**src/rtl/lba_pkg.sv**
```systemverilog
// Package for the lifetime block aliasing unit.
// Holds payload and command types, sizing constants and the saturating adder.
// No dependencies.
`timescale 1ns / 1ps

package lba_pkg;

  // Default sizing, handed to the top level as parameter defaults
  localparam int MAX_BLOCKS_DEF = 64;
  localparam int MAX_PASSES_DEF = 256;

  // Fixed field widths
  localparam int PASS_W  = 8;
  localparam int SIZE_W  = 32;
  localparam int SUM_W   = 48;
  localparam int BIDX_W  = 6;
  localparam int WORD_W  = SIZE_W + PASS_W;

  // Command queue between front and back
  localparam int QUEUE_DEPTH = 4;
  localparam int QPTR_W      = $clog2(QUEUE_DEPTH);
  localparam int QCNT_W      = $clog2(QUEUE_DEPTH + 1);

  // Input item kinds
  localparam logic KIND_PLACE = 1'b0;
  localparam logic KIND_CLEAR = 1'b1;

  typedef struct packed {
    logic              kind;
    logic [PASS_W-1:0] first_use;
    logic [PASS_W-1:0] last_use;
    logic [SIZE_W-1:0] size_bytes;
    logic              is_transient;
    logic              is_used;
  } lba_in_t;

  typedef struct packed {
    logic [BIDX_W-1:0] block_index;
    logic              assigned;
    logic              reused;
    logic              overflow;
    logic [SUM_W-1:0]  bytes_virtual;
    logic [SUM_W-1:0]  bytes_physical;
  } lba_out_t;

  // Classified command from the front
  typedef enum logic [1:0] {
    OP_CLEAR,
    OP_SKIP,
    OP_PLACE
  } lba_op_t;

  typedef struct packed {
    lba_op_t           op;
    logic [PASS_W-1:0] first;
    logic [PASS_W-1:0] last;
    logic [SIZE_W-1:0] size;
  } lba_cmd_t;

  // Back end scan engine states
  typedef enum logic {
    ST_IDLE,
    ST_SCAN
  } lba_state_t;

  // Add a size to a running total, saturating at all ones
  function automatic logic [SUM_W-1:0] sat_add(input logic [SUM_W-1:0] acc,
                                               input logic [SIZE_W-1:0] add);
    logic [SUM_W:0] s;
    s = {1'b0, acc} + {{(SUM_W + 1 - SIZE_W){1'b0}}, add};
    return s[SUM_W] ? {SUM_W{1'b1}} : s[SUM_W-1:0];
  endfunction

endpackage

```
**src/rtl/lifetime_block_aliasing_unit.sv**
```systemverilog
// Top level of the lifetime block aliasing unit: front, command queue, back.
// Uses lba_pkg, lba_front, lba_queue, lba_back (with lba_ram).
//
//   port group  | direction | handshake            | word
//   in_         | input     | in_valid / in_ready   | lba_in_t
//   out_        | output    | out_valid / out_ready | lba_out_t
//
// A clear or skipped word, or a placed word on an empty table, is done in
// the back end without a scan; any other placed word is checked against the
// block table RAM, one read per cycle, over at most count entries
// (count = blocks in the table). Front register and queue take words ahead.
// Reset (rst_n low, synchronous) empties the queue and the table count and
// zeroes the totals; table contents need no clearing. A stalled output holds
// the back end only; the front keeps filling the queue.
`timescale 1ns / 1ps

module lifetime_block_aliasing_unit #(
  parameter int MAX_BLOCKS = lba_pkg::MAX_BLOCKS_DEF,
  parameter int MAX_PASSES = lba_pkg::MAX_PASSES_DEF
) (
  input  logic              clk,
  input  logic              rst_n,
  input  logic              in_valid,
  output logic              in_ready,
  input  lba_pkg::lba_in_t  in_data,
  output logic              out_valid,
  input  logic              out_ready,
  output lba_pkg::lba_out_t out_data
);
  import lba_pkg::*;

  logic     push_valid, push_ready;
  lba_cmd_t push_data;
  logic     pop_valid, pop_ready;
  lba_cmd_t pop_data;

  // Accept and classify
  lba_front #(
    .MAX_PASSES (MAX_PASSES)
  ) u_front (
    .clk        (clk),
    .rst_n      (rst_n),
    .in_valid   (in_valid),
    .in_ready   (in_ready),
    .in_data    (in_data),
    .push_valid (push_valid),
    .push_ready (push_ready),
    .push_data  (push_data)
  );

  // Decouple front from back
  lba_queue u_queue (
    .clk        (clk),
    .rst_n      (rst_n),
    .push_valid (push_valid),
    .push_ready (push_ready),
    .push_data  (push_data),
    .pop_valid  (pop_valid),
    .pop_ready  (pop_ready),
    .pop_data   (pop_data)
  );

  // Scan, place and report
  lba_back #(
    .MAX_BLOCKS (MAX_BLOCKS)
  ) u_back (
    .clk       (clk),
    .rst_n     (rst_n),
    .pop_valid (pop_valid),
    .pop_ready (pop_ready),
    .pop_data  (pop_data),
    .out_valid (out_valid),
    .out_ready (out_ready),
    .out_data  (out_data)
  );

endmodule

```
**src/rtl/lba_ram.sv**
```systemverilog
// Generic simple dual port RAM with registered read.
// One write port, one read port. Depends on nothing.
`timescale 1ns / 1ps

module lba_ram #(
  parameter int WIDTH = 8,
  parameter int DEPTH = 16,
  parameter int ADDR_W = (DEPTH > 1) ? $clog2(DEPTH) : 1
) (
  input  logic              clk,
  input  logic              wr_en,
  input  logic [ADDR_W-1:0] wr_addr,
  input  logic [WIDTH-1:0]  wr_data,
  input  logic              rd_en,
  input  logic [ADDR_W-1:0] rd_addr,
  output logic [WIDTH-1:0]  rd_data
);

  logic [WIDTH-1:0] mem [DEPTH];
  logic [WIDTH-1:0] rd_data_r;

  // Write and registered read
  always_ff @(posedge clk) begin
    if (wr_en) begin
      mem[wr_addr] <= wr_data;
    end
    if (rd_en) begin
      rd_data_r <= mem[rd_addr];
    end
  end

  assign rd_data = rd_data_r;

endmodule

```
**src/rtl/lba_front.sv**
```systemverilog
// Front end: accepts input words, clamps pass positions and classifies them.
// Uses lba_pkg; feeds lba_queue.
`timescale 1ns / 1ps

module lba_front #(
  parameter int MAX_PASSES = lba_pkg::MAX_PASSES_DEF
) (
  input  logic              clk,
  input  logic              rst_n,
  input  logic              in_valid,
  output logic              in_ready,
  input  lba_pkg::lba_in_t  in_data,
  output logic              push_valid,
  input  logic              push_ready,
  output lba_pkg::lba_cmd_t push_data
);
  import lba_pkg::*;

  localparam int PASS_MAX = (MAX_PASSES - 1 > (1 << PASS_W) - 1) ?
                            (1 << PASS_W) - 1 : MAX_PASSES - 1;
  localparam logic [PASS_W-1:0] PassMax = PASS_W'(PASS_MAX);

  logic     fr_valid_r, fr_valid_nxt;
  lba_cmd_t fr_cmd_r, fr_cmd_nxt;
  logic     take;

  assign in_ready = !fr_valid_r || push_ready;
  assign take     = in_valid && in_ready;

  // Classify the incoming word
  always_comb begin
    fr_cmd_nxt       = fr_cmd_r;
    fr_valid_nxt     = fr_valid_r && !push_ready;
    if (take) begin
      fr_valid_nxt   = 1'b1;
      fr_cmd_nxt.first = (in_data.first_use > PassMax) ? PassMax : in_data.first_use;
      fr_cmd_nxt.last  = (in_data.last_use > PassMax) ? PassMax : in_data.last_use;
      fr_cmd_nxt.size  = in_data.size_bytes;
      if (in_data.kind == KIND_CLEAR) begin
        fr_cmd_nxt.op = OP_CLEAR;
      end else if (in_data.is_transient && in_data.is_used) begin
        fr_cmd_nxt.op = OP_PLACE;
      end else begin
        fr_cmd_nxt.op = OP_SKIP;
      end
    end
  end

  // Hold the classified command until the queue takes it
  always_ff @(posedge clk) begin
    if (!rst_n) begin
      fr_valid_r <= 1'b0;
    end else begin
      fr_valid_r <= fr_valid_nxt;
    end
    fr_cmd_r <= fr_cmd_nxt;
  end

  assign push_valid = fr_valid_r;
  assign push_data  = fr_cmd_r;

endmodule

```
**src/rtl/lba_queue.sv**
```systemverilog
// Short command queue between front and back end.
// Uses lba_pkg for the command type and depth.
`timescale 1ns / 1ps

module lba_queue (
  input  logic              clk,
  input  logic              rst_n,
  input  logic              push_valid,
  output logic              push_ready,
  input  lba_pkg::lba_cmd_t push_data,
  output logic              pop_valid,
  input  logic              pop_ready,
  output lba_pkg::lba_cmd_t pop_data
);
  import lba_pkg::*;

  lba_cmd_t          slot_r [QUEUE_DEPTH];
  logic [QPTR_W-1:0] wr_ptr_r, wr_ptr_nxt;
  logic [QPTR_W-1:0] rd_ptr_r, rd_ptr_nxt;
  logic [QCNT_W-1:0] cnt_r, cnt_nxt;
  logic              push, pop;

  assign push_ready = cnt_r != QCNT_W'(QUEUE_DEPTH);
  assign pop_valid  = cnt_r != '0;
  assign push       = push_valid && push_ready;
  assign pop        = pop_valid && pop_ready;
  assign pop_data   = slot_r[rd_ptr_r];

  // Advance pointers and occupancy
  always_comb begin
    wr_ptr_nxt = push ? wr_ptr_r + QPTR_W'(1) : wr_ptr_r;
    rd_ptr_nxt = pop ? rd_ptr_r + QPTR_W'(1) : rd_ptr_r;
    cnt_nxt    = cnt_r + QCNT_W'(push) - QCNT_W'(pop);
  end

  always_ff @(posedge clk) begin
    if (!rst_n) begin
      wr_ptr_r <= '0;
      rd_ptr_r <= '0;
      cnt_r    <= '0;
    end else begin
      wr_ptr_r <= wr_ptr_nxt;
      rd_ptr_r <= rd_ptr_nxt;
      cnt_r    <= cnt_nxt;
    end
    if (push) begin
      slot_r[wr_ptr_r] <= push_data;
    end
  end

endmodule

```
**src/rtl/lba_back.sv**
```systemverilog
// Back end: first-fit scan of the block table, append, totals and result word.
// Uses lba_pkg and lba_ram; fed by lba_queue.
`timescale 1ns / 1ps

module lba_back #(
  parameter int MAX_BLOCKS = lba_pkg::MAX_BLOCKS_DEF
) (
  input  logic              clk,
  input  logic              rst_n,
  input  logic              pop_valid,
  output logic              pop_ready,
  input  lba_pkg::lba_cmd_t pop_data,
  output logic              out_valid,
  input  logic              out_ready,
  output lba_pkg::lba_out_t out_data
);
  import lba_pkg::*;

  localparam int IDX_W = (MAX_BLOCKS > 1) ? $clog2(MAX_BLOCKS) : 1;
  localparam int CNT_W = $clog2(MAX_BLOCKS + 1);
  localparam logic [CNT_W-1:0] BlkMax = CNT_W'(MAX_BLOCKS);

  lba_state_t        state_r, state_nxt;
  logic [CNT_W-1:0]  count_r, count_nxt;
  logic [SUM_W-1:0]  sum_v_r, sum_v_nxt;
  logic [SUM_W-1:0]  sum_p_r, sum_p_nxt;
  lba_cmd_t          cmd_r, cmd_nxt;
  logic [CNT_W-1:0]  scan_addr_r, scan_addr_nxt;
  logic              chk_valid_r, chk_valid_nxt;
  logic [CNT_W-1:0]  chk_idx_r, chk_idx_nxt;
  logic              out_valid_r, out_valid_nxt;
  lba_out_t          out_r, out_nxt;

  logic              out_free;
  logic              issue;
  logic              fit;
  logic              wr_en, rd_en;
  logic [IDX_W-1:0]  wr_addr, rd_addr;
  logic [WORD_W-1:0] wr_data, rd_data;
  logic [SIZE_W-1:0] rd_size;
  logic [PASS_W-1:0] rd_free;
  logic [IDX_W+BIDX_W-1:0] idx_wide;

  // Block table: size in the upper bits, free-after position in the lower
  lba_ram #(
    .WIDTH (WORD_W),
    .DEPTH (MAX_BLOCKS)
  ) u_table (
    .clk     (clk),
    .wr_en   (wr_en),
    .wr_addr (wr_addr),
    .wr_data (wr_data),
    .rd_en   (rd_en),
    .rd_addr (rd_addr),
    .rd_data (rd_data)
  );

  assign rd_size  = rd_data[WORD_W-1:PASS_W];
  assign rd_free  = rd_data[PASS_W-1:0];
  assign out_free = !out_valid_r || out_ready;
  assign issue    = (state_r == ST_SCAN) && (scan_addr_r < count_r);
  assign fit      = (rd_free < cmd_r.first) && (rd_size >= cmd_r.size);
  assign rd_en    = issue;
  assign rd_addr  = scan_addr_r[IDX_W-1:0];

  // Sequence commands: clear and skip finish at once, place scans the table or appends at once to an empty one
  always_comb begin
    state_nxt     = state_r;
    count_nxt     = count_r;
    sum_v_nxt     = sum_v_r;
    sum_p_nxt     = sum_p_r;
    cmd_nxt       = cmd_r;
    scan_addr_nxt = scan_addr_r;
    chk_valid_nxt = 1'b0;
    chk_idx_nxt   = chk_idx_r;
    out_valid_nxt = out_valid_r && !out_ready;
    out_nxt       = out_r;
    pop_ready     = 1'b0;
    wr_en         = 1'b0;
    wr_addr       = count_r[IDX_W-1:0];
    wr_data       = {cmd_r.size, cmd_r.last};
    idx_wide      = '0;

    unique case (state_r)
      ST_IDLE: begin
        if (pop_valid && out_free) begin
          pop_ready = 1'b1;
          unique case (pop_data.op)
            OP_CLEAR: begin
              count_nxt     = '0;
              sum_v_nxt     = '0;
              sum_p_nxt     = '0;
              out_valid_nxt = 1'b1;
              out_nxt       = '0;
            end
            OP_SKIP: begin
              out_valid_nxt = 1'b1;
              out_nxt       = '0;
              out_nxt.bytes_virtual  = sum_v_r;
              out_nxt.bytes_physical = sum_p_r;
            end
            OP_PLACE: begin
              sum_v_nxt = sat_add(sum_v_r, pop_data.size);
              cmd_nxt   = pop_data;
              if (count_r == '0) begin
                // Empty table: append block zero right away
                wr_en         = 1'b1;
                wr_addr       = '0;
                wr_data       = {pop_data.size, pop_data.last};
                count_nxt     = CNT_W'(1);
                sum_p_nxt     = sat_add(sum_p_r, pop_data.size);
                out_valid_nxt = 1'b1;
                out_nxt       = '0;
                out_nxt.assigned       = 1'b1;
                out_nxt.bytes_virtual  = sum_v_nxt;
                out_nxt.bytes_physical = sum_p_nxt;
              end else begin
                state_nxt     = ST_SCAN;
                scan_addr_nxt = '0;
              end
            end
            default: begin
              out_valid_nxt = 1'b1;
              out_nxt       = '0;
            end
          endcase
        end
      end

      ST_SCAN: begin
        // Issue the next read while checking the previous one
        scan_addr_nxt = scan_addr_r + CNT_W'(issue);
        chk_valid_nxt = issue;
        chk_idx_nxt   = scan_addr_r;
        if (chk_valid_r) begin
          if (fit) begin
            // Reuse: keep the size, move free-after to the new last use
            wr_en         = 1'b1;
            wr_addr       = chk_idx_r[IDX_W-1:0];
            wr_data       = {rd_size, cmd_r.last};
            idx_wide      = {{BIDX_W{1'b0}}, chk_idx_r[IDX_W-1:0]};
            chk_valid_nxt = 1'b0;
            state_nxt     = ST_IDLE;
            out_valid_nxt = 1'b1;
            out_nxt       = '0;
            out_nxt.block_index    = idx_wide[BIDX_W-1:0];
            out_nxt.assigned       = 1'b1;
            out_nxt.reused         = 1'b1;
            out_nxt.bytes_virtual  = sum_v_r;
            out_nxt.bytes_physical = sum_p_r;
          end else if (chk_idx_r == count_r - CNT_W'(1)) begin
            // Nothing fit: append, or flag a full table
            chk_valid_nxt = 1'b0;
            state_nxt     = ST_IDLE;
            out_valid_nxt = 1'b1;
            out_nxt       = '0;
            out_nxt.bytes_virtual  = sum_v_r;
            out_nxt.bytes_physical = sum_p_r;
            if (count_r < BlkMax) begin
              wr_en     = 1'b1;
              idx_wide  = {{BIDX_W{1'b0}}, count_r[IDX_W-1:0]};
              count_nxt = count_r + CNT_W'(1);
              sum_p_nxt = sat_add(sum_p_r, cmd_r.size);
              out_nxt.block_index    = idx_wide[BIDX_W-1:0];
              out_nxt.assigned       = 1'b1;
              out_nxt.bytes_physical = sum_p_nxt;
            end else begin
              out_nxt.overflow = 1'b1;
            end
          end
        end
      end

      default: begin
        state_nxt = ST_IDLE;
      end
    endcase
  end

  always_ff @(posedge clk) begin
    if (!rst_n) begin
      state_r     <= ST_IDLE;
      count_r     <= '0;
      sum_v_r     <= '0;
      sum_p_r     <= '0;
      chk_valid_r <= 1'b0;
      out_valid_r <= 1'b0;
    end else begin
      state_r     <= state_nxt;
      count_r     <= count_nxt;
      sum_v_r     <= sum_v_nxt;
      sum_p_r     <= sum_p_nxt;
      chk_valid_r <= chk_valid_nxt;
      out_valid_r <= out_valid_nxt;
    end
    cmd_r       <= cmd_nxt;
    scan_addr_r <= scan_addr_nxt;
    chk_idx_r   <= chk_idx_nxt;
    out_r       <= out_nxt;
  end

  assign out_valid = out_valid_r;
  assign out_data  = out_r;

endmodule
```
**config.mk**
```make
export PLATFORM = sky130hd
export DESIGN_NAME = lifetime_block_aliasing_unit
export DESIGN_NICKNAME = d
export VERILOG_FILES = /design/src/rtl/lba_pkg.sv /design/src/rtl/lifetime_block_aliasing_unit.sv /design/src/rtl/lba_ram.sv /design/src/rtl/lba_front.sv /design/src/rtl/lba_queue.sv /design/src/rtl/lba_back.sv
export SDC_FILE = /design/constraint.sdc
export NUM_CORES = 2
export LEC_CHECK = 0
export BUFFER_PORTS_ARGS = -buffer_cell sky130_fd_sc_hd__buf_2
export CORE_MARGIN = 5
export CORE_UTILIZATION = 63
export CTS_CLUSTER_DIAMETER = 150
export CTS_CLUSTER_SIZE = 8
export DETAILED_ROUTE_END_ITERATION = 12
export HOLD_SLACK_MARGIN = 0.15
export PLACE_DENSITY = 0.79
export SLEW_MARGIN = 20
export SYNTH_ARGS = -nofsm -noshare
export SYNTH_HDL_FRONTEND = slang
export SYNTH_SLANG_ARGS = --single-unit
```
**constraint.sdc**
```tcl
create_clock -name clk -period 9.8 [get_ports clk]
set_clock_uncertainty 0.15 [all_clocks]
set_input_delay 0.98 -clock clk [delete_from_list [all_inputs] [get_ports clk]]
set_output_delay 0.98 -clock clk [all_outputs]
set_load 0.02 [all_outputs]
```
==> run_results.csv <==
group,metric,value,unit
power_and_ir_drop,clkPwrFrac,30.8,%
setup_path,crit_type,"reg2reg",
timing,whs,0.223,ns
power_and_ir_drop,swShare,33.0,%
timing,period_minus_slack,7.67,ns
floorplanning,dieArea,212000,um^2
cts,path_clk_slew,0.05,ns
detailed_routing,route.detailed.drc,0,
synth,yosys.cell_types.count,92,
synth,synth_edf_count,3017,
power_and_ir_drop,internal_power,29300,uW
cts,clk_latency,1.00,ns
timing,worst_pin_slew,1.21,ns
final_layout,fin_util,71.7,%
detailed_routing,wl_per_cell,38.9,um
hold_path,min_from,"in_data[50]",
cts,post_cts_buffers,0,
detailed_routing,via_per_inst,7.47,
cts,cts_resized,0,
power_and_ir_drop,p_seq_share,40.9,%
global_routing,globalRouteOverflowTotal,0,
synth,synthCells,6493,
synth,yosysSeqAreaShare,72.7,%
timing,final.setup.tns,0,ns
setup_path,rrSetupSlack,2.13,ns
final_layout,areaGrowthSynthToFinish,13.3,%
floorplanning,start_util,63.2,%
power_and_ir_drop,powerDensity,302,nW/um^2
setup_path,crit_arrival,8.14,ns
timing,hold_viol,0,
power_and_ir_drop,comb_power_share,28.3,%
synth,syn_avg_cell_area,19.7,um^2
setup_path,r2r_cells,14,
floorplanning,die_y,460,um
synth,ys_seq_elements,3133,
cts,htreeDepth,5,
cts,holdBufCountCts,48,
cts,clock_sinks,3133,
global_routing,grt_pass1_wl,537000,um
placed_design,dp_hpwl,193000,um
placed_design,globalplace.congestion,0.949,
setup_path,critPathCaptureType,"flip-flop",
hold_path,min_path_type,"in2reg",
run_status,status,"completed",
synth,yosys_most_used_dff,"edfxtp_1",
detailed_routing,ant_nets,0,
global_routing,antenna_found_initial,31,
power_and_ir_drop,ir_worst_vdd,0.384,mV
timing,relSlewSlack,18.4,%
floorplanning,io-pin-count,162,
placed_design,port_buffers,161,
synth,syn_nets,6705,
timing,post-route-period-util,78.2,%
cts,clockBufferDepth,4,
timing,report.final.slew_viol_count,0,
global_routing,grt_max_degree,122,
detailed_routing,wl,378000,um
setup_path,crit_fanout,64,
cts,cts_buffers,441,
synth,syn_area,128000,um^2
detailed_routing,first_iter_violations,11700,
run,cap_violations,0,
power_and_ir_drop,total_power,43800,uW
cts,root_buffer,"clkbuf_16",
floorplanning,core_area,202000,um^2
timing,setup_viol,0,
global_routing,grt_use_total,35.9,%
final_layout,final_nets,7170,
power_and_ir_drop,p_sw,14500,uW
setup_path,rr_endpoint,"u_back.u_table.mem[60][11]",
final_layout,final_layout_size_suffix_gt1_share,26.1,%
power_and_ir_drop,power_leakage,0.0470,uW
cts,cts_tree,"yes",
global_routing,grt_pass1_vias,72100,
floorplanning,die_w,460,um
setup_path,crit_end,"u_back.u_table.mem[60][11]",
setup_path,start_kind,"flip-flop",
detailed_routing,dr.pass1.iters,6,
hold_path,holdPathStages,2,
setup_path,worst_ep_required_time,10.27,ns
detailed_routing,num_vias,72500,
synth,synth_async_sr_flop_share,0,%
floorplanning,fp-row-count,165,
timing,max_freq,130,MHz
synth,yosys_warnings,0,
timing,rsz0062_at_grt,"false",
layout make-up:
class                           count  area (um^2)
Timing Repair Buffer              374         2710
Tap cell                         2672         3340
Sequential cell                  3133        92900
Antenna cell                       23         57.6
Multi-Input combinational cell   2909        34000
Inverter                           99          372
Fill cell                       11000        57300
Clock inverter                     10          153
Clock buffer                      488        11300
metrics by stage:
stage               area, um^2  std cells  setup WS (ns)
global route            145000       9689           1.81
global placement        133000       9133           2.74
detailed placement      133000       9136           2.59
CTS                     145000       9682           2.48
finish                  145000       9708           2.13
floorplan               128000       6493           1.14
critical path, cell delays in order (launching register included):
cell and delay [ns]:
dfxtp_2 0.33, buf_4 0.59, mux4_2 0.36, ha_1 0.14
buf_4 0.33, clkinv_1 0.48, nor3_1 0.35, nor2b_1 0.74
and2_2 0.30, buf_4 0.69, o22ai_1 0.27, o31ai_1 0.22
nand2_1 0.85, nor2_4 0.94, buf_4 0.49
synth_stat cells, types with 18 or more instances:
| cell type | n | area share (%) |
|---|---|---|
| inv_1 | 96 | 0.28 |
| buf_1 | 89 | 0.26 |
| nand3_1 | 57 | 0.22 |
| a21o_1 | 60 | 0.35 |
| ha_1 | 153 | 1.5 |
| dfxtp_1 | 116 | 1.8 |
| a22o_1 | 26 | 0.18 |
| a31oi_1 | 46 | 0.23 |
| nand2_1 | 242 | 0.71 |
| a21oi_1 | 222 | 0.87 |
| nand2b_1 | 28 | 0.14 |
| o211ai_1 | 37 | 0.22 |
| a211oi_1 | 19 | 0.11 |
| and2_1 | 27 | 0.13 |
| edfxtp_1 | 3017 | 71 |
| nand4_1 | 44 | 0.22 |
| xor2_1 | 39 | 0.27 |
| nor3_1 | 73 | 0.29 |
| o21a_1 | 39 | 0.23 |
| o311ai_0 | 18 | 0.12 |
| mux2i_1 | 18 | 0.14 |
| xnor2_1 | 68 | 0.47 |
| o21ai_0 | 223 | 0.87 |
| clkbuf_1 | 245 | 0.72 |
| a221o_1 | 38 | 0.30 |
| o22ai_1 | 19 | 0.093 |
| and3_1 | 28 | 0.14 |
| nor2_1 | 225 | 0.66 |
| mux4_2 | 890 | 16 |
cells by family after synthesis:
kind of cell	Yosys count	synth area share, %
mux	919	15.9
buf+inv	451	1.34
fa+ha+maj	157	1.56
xor+xnor	107	0.733
flops	3133	72.7
simple gates	813	3.00
compound gates	913	4.74
worst min-delay path by stage:
stage	end	slack, ns
2_1_floorplan	u_back.sum_v_r[20]	0.30
3_3_place_gp	u_back.sum_v_r[0]	0.31
3_5_place_dp	u_back.sum_v_r[0]	0.32
4_1_cts	u_front.push_data[49]	0.16
5_1_grt	u_front.push_data[49]	0.21
6_report	u_front.push_data[49]	0.22
metal layers:
layer  wire, um  part of all wire (%)  vias to the layer above  global-route usage [%]
met1     125000                    33                    37300                    46.1
met4      22300                   5.9                       16                    17.5
met3      41800                    11                     1123                    7.86
met5         94                 0.025                        -                       0
li1           -                     -                    27900                       -
met2     189000                    50                     6174                    59.1
registers in the layout, indices dropped and copies added, names as in the netlist, 40 cells and up, named ones only:
signal                  flops
u_back.u_table.rd_data     40
u_queue.slot_r            200
u_front.push_data          50
u_back.sum_v_r             48
u_back.u_table.mem       2560
u_back.cmd_r               48
u_back.sum_p_r             48
u_back.out_data           105
power by group through the flow:
stage / Combinational [uW] / Clock (uW) / Sequential [uW]
5_1_grt: 12900 / 14200 / 17900
2_1_floorplan: 6970 / 0 / 18400
6_report: 12400 / 13500 / 17900
3_5_place_dp: 11600 / 0 / 18100
3_3_place_gp: 11300 / 0 / 18100
4_1_cts: 12000 / 13500 / 17900
cell usage in the layout, fill, tap and decap left out, types with 13 or more instances in the layout:
master,Yosys,layout
edfxtp_1,3017,3017
mux4_2,890,890
clkbuf_16,0,445
nand2_1,242,241
o21ai_0,223,223
a21oi_1,222,215
buf_2,17,161
nor2_1,225,159
ha_1,153,153
buf_4,1,152
dfxtp_1,116,112
inv_1,96,96
nor3_1,73,72
xnor2_1,68,68
nor2_4,0,65
a21o_1,60,60
nand3_1,57,57
dlygate4sd3_1,0,48
a31oi_1,46,45
nand4_1,44,44
clkbuf_1,245,43
o21a_1,39,39
xor2_1,39,39
o211ai_1,37,37
nand2b_1,28,28
and3_1,28,28
a22o_1,26,26
diode_2,0,23
and2_1,27,22
a211oi_1,19,19
o22ai_1,19,19
mux2i_1,18,18
o311ai_0,18,18
o31ai_1,17,16
nor4_1,16,15
a221o_4,0,15
nor2b_1,14,14
o221ai_1,14,14
a221o_1,38,13
No activity file was read; power rests on OpenSTA's default activity.
